[src/rtl/core/masked_box_mean_smoother_defines.svh]
// ----------------------------------------------------------------------------
// masked_box_mean_smoother_defines
// assertion macros shared by the smoother rtl
// ----------------------------------------------------------------------------
`ifndef MASKED_BOX_MEAN_SMOOTHER_DEFINES_SVH
`define MASKED_BOX_MEAN_SMOOTHER_DEFINES_SVH

// same-cycle implication, checked out of reset
`define MBMS_ASSERT_IMPLY(lbl, clk, rstn, ante, cons) \
  lbl: assert property (@(posedge clk) disable iff (!rstn) (ante) |-> (cons)) \
    else $error("mbms same-cycle check failed");

// next-cycle implication, checked out of reset
`define MBMS_ASSERT_NEXT(lbl, clk, rstn, ante, cons) \
  lbl: assert property (@(posedge clk) disable iff (!rstn) (ante) |=> (cons)) \
    else $error("mbms next-cycle check failed");

`endif

[src/rtl/core/mbms_pkg.sv]
// ----------------------------------------------------------------------------
// mbms_pkg
// shared constants and types of the masked box mean smoother
// ----------------------------------------------------------------------------
package mbms_pkg;

  localparam int MAX_COLUMNS  = 4096;
  localparam int SAMPLE_WIDTH = 32;
  localparam int RING_ROWS    = 5;
  localparam int RING_COLS    = MAX_COLUMNS + 2;
  localparam int COL_W        = $clog2(RING_COLS);
  localparam int SLOT_W       = $clog2(RING_ROWS);
  localparam int ROW_W        = 17;
  localparam int CSUM_W       = SAMPLE_WIDTH + 3;
  localparam int SUM_W        = SAMPLE_WIDTH + 5;
  localparam int MAG_W        = SUM_W - 1;
  localparam int CNT_W        = 5;
  localparam int CFG_IDX_W    = 2;
  localparam int CFG_DATA_W   = 16;

  // register indexes
  localparam logic [CFG_IDX_W-1:0] REG_GRID_COLUMNS  = 2'd0;
  localparam logic [CFG_IDX_W-1:0] REG_GRID_ROWS     = 2'd1;
  localparam logic [CFG_IDX_W-1:0] REG_WINDOW_RADIUS = 2'd2;

  // one stored sample
  typedef struct packed {
    logic                           undef;
    logic signed [SAMPLE_WIDTH-1:0] value;
  } entry_t;

  // one column of the ring, all row slots
  typedef entry_t [RING_ROWS-1:0] column_t;

  // divider control
  typedef struct packed {
    logic             start;
    logic [MAG_W-1:0] dividend;
    logic [CNT_W-1:0] divisor;
  } div_req_t;

endpackage

[src/rtl/core/mbms_divider.sv]
// ----------------------------------------------------------------------------
// mbms_divider
// restoring divider, one quotient bit per cycle
// ----------------------------------------------------------------------------
module mbms_divider (
  input  logic                       clk_i,
  input  logic                       rst_ni,
  input  mbms_pkg::div_req_t         req_i,
  output logic                       done_o,
  output logic [mbms_pkg::MAG_W-1:0] quotient_o
);
  import mbms_pkg::*;

  localparam int STEP_W = $clog2(MAG_W);

  logic [MAG_W-1:0]  sh_q;
  logic [CNT_W-1:0]  rem_q;
  logic [CNT_W-1:0]  dvs_q;
  logic [STEP_W-1:0] step_q;
  logic              busy_q;
  logic              done_q;
  logic [CNT_W:0]    rem_shift;
  logic              qbit;

  // trial subtract
  assign rem_shift = {rem_q, sh_q[MAG_W-1]};
  assign qbit      = (rem_shift >= {1'b0, dvs_q});

  // control
  always_ff @(posedge clk_i or negedge rst_ni) begin
    if (!rst_ni) begin
      busy_q <= 1'b0;
      done_q <= 1'b0;
      step_q <= '0;
    end else begin
      done_q <= 1'b0;
      if (req_i.start) begin
        busy_q <= 1'b1;
        step_q <= '0;
      end else if (busy_q) begin
        step_q <= step_q + 1'b1;
        if (step_q == STEP_W'(MAG_W - 1)) begin
          busy_q <= 1'b0;
          done_q <= 1'b1;
        end
      end
    end
  end

  // datapath
  always_ff @(posedge clk_i) begin
    if (req_i.start) begin
      sh_q  <= req_i.dividend;
      rem_q <= '0;
      dvs_q <= req_i.divisor;
    end else if (busy_q) begin
      sh_q  <= {sh_q[MAG_W-2:0], qbit};
      rem_q <= qbit ? CNT_W'(rem_shift - {1'b0, dvs_q}) : rem_shift[CNT_W-1:0];
    end
  end

  assign done_o     = done_q;
  assign quotient_o = sh_q;

endmodule

[config.mk]
export PLATFORM = sky130hd
export DESIGN_NAME = mbms_divider
export DESIGN_NICKNAME = d
export VERILOG_FILES = /design/src/rtl/core/masked_box_mean_smoother_defines.svh /design/src/rtl/core/mbms_pkg.sv /design/src/rtl/core/mbms_divider.sv
export SDC_FILE = /design/constraint.sdc
export NUM_CORES = 1
export LEC_CHECK = 0
export BUFFER_PORTS_ARGS = -buffer_cell sky130_fd_sc_hd__buf_2
export CORE_ASPECT_RATIO = 1.5
export CORE_MARGIN = 10
export CORE_UTILIZATION = 52
export CTS_BUF_LIST = sky130_fd_sc_hd__clkbuf_4
export DETAILED_ROUTE_END_ITERATION = 8
export PLACE_DENSITY = 0.93
export SLEW_MARGIN = 10
export SYNTH_ARGS = -nofsm -noshare
export SYNTH_HDL_FRONTEND = slang
export SYNTH_SLANG_ARGS = --single-unit
export TNS_END_PERCENT = 30
[constraint.sdc]
create_clock -name clk_i -period 3 [get_ports clk_i]
set_input_delay 0.15 -clock clk_i [delete_from_list [all_inputs] [get_ports clk_i]]
set_output_delay 0.15 -clock clk_i [all_outputs]
set_load 0.02 [all_outputs]
# Word level (Yosys, flattened, before mapping)
# Cells that the tools add are included.
dict set report word_totals {
  input_bits 44
  output_inout_bits 37
  regBits 54
}
dict set report classes {
  muxes 11
  n_eq_ne 1
  add_sub_neg 2
  n_lt_le_gt_ge 1
  n_reduce_logical 1
}
# operator count
set op_table {}
lappend op_table {{36-bit 2-to-1 mux} 2}
lappend op_table {{6-bit 2-to-1 mux} 2}
lappend op_table {{6-bit by 1-bit adder with 6-bit output, second input constant} 1}
lappend op_table {{6-bit == test, second input constant} 1}
lappend op_table {{6-bit by 5-bit >= comparator with 1-bit output} 1}
lappend op_table {{1-bit 2-to-1 mux} 6}
lappend op_table {{5-bit 2-to-1 mux} 1}
lappend op_table {{5-bit subtractor} 1}
lappend op_table {{2-bit nonzero test} 1}

# Longest topological paths before layout
dict set report logic_depth {
  word_depth 4
  mapped_depth 8
  depth_no_buf 8
}

# Worst setup path after synthesis
# No wires, ideal clock.
dict set report synth_path {
  kind {register to register}
  startpoint {register sh_q[35], in the netlist quotient_o[35]}
  endpoint {register rem_q[2]}
  path_slack_ns 0.735
  stages_incl_launch_ff 9
  arrival_ns 2.170
  cell_sequence {edfxtp_1 -> inv_1 -> ha_1 -> inv_1 -> fa_1 -> a211o_1 -> o211a_1 -> or4_1 -> o311ai_1}
}
dict set report synth_via {
  elab_chain_cells 2
  elab_cells_between_ends 3
  cone_classes {add/sub: 1; order compare: 1; mux: 1}
}
# item line
set synth_rtl {}
lappend synth_rtl {{from (decl)} mbms_divider.sv:16} ;# logic [MAG_W-1:0] sh_q;
lappend synth_rtl {{from (signal assigned)} mbms_divider.sv:53} ;# sh_q <= req_i.dividend;
lappend synth_rtl {{from (signal assigned)} mbms_divider.sv:57} ;# sh_q <= {sh_q[MAG_W-2:0], qbit};
lappend synth_rtl {{5-bit subtractor / 6-bit by 5-bit >= comparator with 1-bit output (equally long branches)} {mbms_divider.sv:58, mbms_divider.sv:27}}
lappend synth_rtl {{5-bit 2-to-1 mux *} mbms_divider.sv:58} ;# rem_q <= qbit ? CNT_W'(rem_shift - {1'b0, dvs_q}) : rem_shift[CNT_W-1:0];
lappend synth_rtl {{to (signal assigned)} mbms_divider.sv:58}
lappend synth_rtl {{to (decl)} mbms_divider.sv:17} ;# logic [CNT_W-1:0] rem_q;
# Mark *: on every way between the ends. The rest lies on a longest branch, timed or not.
# A chain may end at the register's enable or synchronous reset.

# Worst setup path after layout
# Ends and elaborated chain as after synthesis.

==> results_dict.tcl <==
set metrics [dict create \
    status "finished clean" \
    slew_headroom_pct 58.1 \
    reg2reg_depth 8 \
    syn_nets 224 \
    p_seq_share_pct 54.1 \
    io_pins 81 \
    core_sq_um 4580 \
    clk_latency_ps 360 \
    r2r_start "quotient_o[35]" \
    rows 30 \
    ir_worst_vdd_uv 396 \
    wl_met3_microns 556 \
    num_vias 1727 \
    top_layer "met4" \
    synth.distinct_cells 40 \
    seq_area_frac_synth_pct 62.0 \
    skew_ps 20.9 \
    layout_common_cells "80 x buf_2, 41 x edfxtp_1, 35 x mux2_2" \
    maxSlewViolCount 0 \
    cts-root-buf "clkbuf_4" \
    fin_area_sq_um 3060 \
    startpoint_type "flop" \
    antenna_found_initial 0 \
    vias_per_cell 5.31 \
    place_area_sq_um 2950 \
    fin_nets 311 \
    seq_area_sq_um 1530 \
    intPower_mw 1.24 \
    start_util_pct 53.9 \
    hold-path-endpoint "quotient_o[35]" \
    dr.pass1.iters 4 \
    required_ps 3280 \
    synth_warnings 0 \
    period_share_pct 76.9 \
    whs_path_depth 2 \
    layout_setup_ws_ps 694 \
    grt_pass1_wl_microns 9510 \
    grt_max_degree 31 \
    avgSynthCellArea_sq_um 14.3 \
    max_cap_violations 0 \
    setup_viol 0 \
    clock-sinks 54 \
    place_ws_ps 730 \
    hold_ws_ps 77.9 \
    drive_gt1_share_pct 48.7 \
    power_switching_share_pct 31.1 \
    reg2reg_to "rem_q[2]" \
    rsz0062_at_grt "no" \
    path_clk_slew_ps 150 \
    report.power.total_mw 1.80 \
    finalHoldViolations 0 \
    grt_pass1_vias 1905 \
    ctsResizeCount 0 \
    crit_fanout 4 \
    cts_buffers 5 \
    grt_use_total_pct 14.7 \
    cts-htree-levels 2 \
    cts_tree "yes" \
    p_comb_share_pct 28.7 \
    max_freq_mhz 434 \
    critPathCaptureType "flop" \
    synth_top_area_share_pct 49.8 \
    r2r_slack_ps 690 \
    syn_to_final_growth_pct 24.0 \
    synthCells 173 \
    post-route-util_pct 66.9 \
    path_class "flop to flop" \
    die_w_microns 76.3 \
    synthTopCellsByArea "edfxtp_1 50%, mux2_2 16%, dfrtp_1 8.1%" \
    drt_wl_total_microns 5880 \
    drc_errors 0 \
    netSwitchingPower_uw 560 \
    dp_cells 311 \
    tns_ps 0 \
    die_area_sq_um 7960 \
    drt-met1-wl_microns 2230 \
    power_density_nw_per_um2 588 \
    worstHoldStart "req_i[40]" \
    p_leak_nw 1.34 \
    diodes 0 \
    wl_per_cell_microns 18.1 \
    die_h_microns 104 \
    gp_congestion 0.797 \
    final_common_cell "buf_2" \
    cts.path.max_buffers 2 \
    synth_seq_cells 54 \
    hpwl_microns 4470 \
    final.fill_count 341 \
    tightestPinTransition_ps 624 \
    pwr-share-clk_pct 17.3 \
    fin_cells 325 \
    crit_start "quotient_o[35]" \
    dr.first_iter.drc_count 167 \
    dr_wl_met2_microns 2940 \
    yosys.area.top_type "edfxtp_1" \
    io_buffers 80 \
    grt_remaining_overflow 0 \
    multi_input_area_sq_um 878 \
    ant_nets 0 \
    syn_area_sq_um 2470 \
    period_needed_ps 2310 \
    hp-class "primary input to flop" \
    critical_path_arrival_ps 2590 \
]
critical path, stage by stage, from the launching register on:
cell and delay (ps):
edfxtp_1 440, inv_1 80, ha_1 150, inv_1 60
fa_1 430, a211o_1 310, o211a_1 170, or4_1 500
o311ai_1 90
logic make-up after synthesis:
group | Yosys count | synth area share (%)
compound gates | 21 | 6.13
xor+xnor | 6 | 2.13
fa+ha+maj | 7 | 3.85
buf+inv | 16 | 2.43
flops | 54 | 62.0
mux | 36 | 16.4
simple gates | 33 | 7.09
worst max path at each step:
stage,to,cells after the start,slack [ps]
floorplan,rem_q[2],8,740
global placement,rem_q[2],8,830
detailed placement,rem_q[2],8,730
CTS,rem_q[2],8,710
global route,rem_q[2],8,590
finish,rem_q[2],8,690
power by group through the flow:
stage	Clock, mW	Combinational [mW]	Sequential [mW]
after global placement	0	0.489	0.983
after floorplan	0	0.279	1.05
after CTS	0.318	0.519	0.972
final	0.310	0.516	0.973
after global routing	0.345	0.565	0.987
after detailed placement	0	0.511	0.987
flip-flops by register name, indices dropped and copies added (netlist names):
| register | cells |
|---|---|
| dvs_q | 5 |
| quotient_o | 36 |
| rem_q | 5 |
| busy_q | 1 |
| step_q | 6 |
| done_o | 1 |
cells in the mapped netlist:
master	instances
nand3b_1	1
or3_1	1
nand4bb_1	1
a21o_1	1
a211oi_1	2
clkbuf_1	7
nor3_1	2
mux2_2	35
o311ai_1	1
a21oi_1	5
xnor2_1	3
o31ai_1	1
o21ai_0	2
nand2_1	5
or4_1	1
a211o_2	1
edfxtp_1	41
nand4_1	2
mux2i_1	1
a31oi_1	1
nand3_1	2
inv_1	8
xor2_1	3
fa_1	1
nor3b_1	1
dfxtp_1	5
nand2b_1	1
and4_4	1
a211o_1	2
nor2b_1	1
and2_1	1
ha_1	6
dfrtp_1	8
o211a_1	1
nor2_1	12
a311oi_1	2
buf_1	1
o41ai_1	1
or3b_2	1
o211ai_1	1
final cells by class:
type / count / area share, %
inverters: 8 / 0.981
repair buffers: 88 / 15.9
multi-input cells: 103 / 28.7
flip-flops and latches: 54 / 50.0
well taps: 64 / 2.62
clock inverters: 2 / 0.286
clock buffers: 6 / 1.47
metal layers:
metal | up-vias | global-route usage, %
li1 | 824 | -
met1 | 818 | 15.6
met2 | 72 | 24.2
met3 | 13 | 7.01
met4 | 0 | 6.53
met5 | - | 0
what timing repair did:
action / in CTS / in global routing
hold buffers: 6 / 0
hold endpoints to repair: 13 / 0
buffers inserted: 0 / 0
Power figures use the tool's default switching activity.
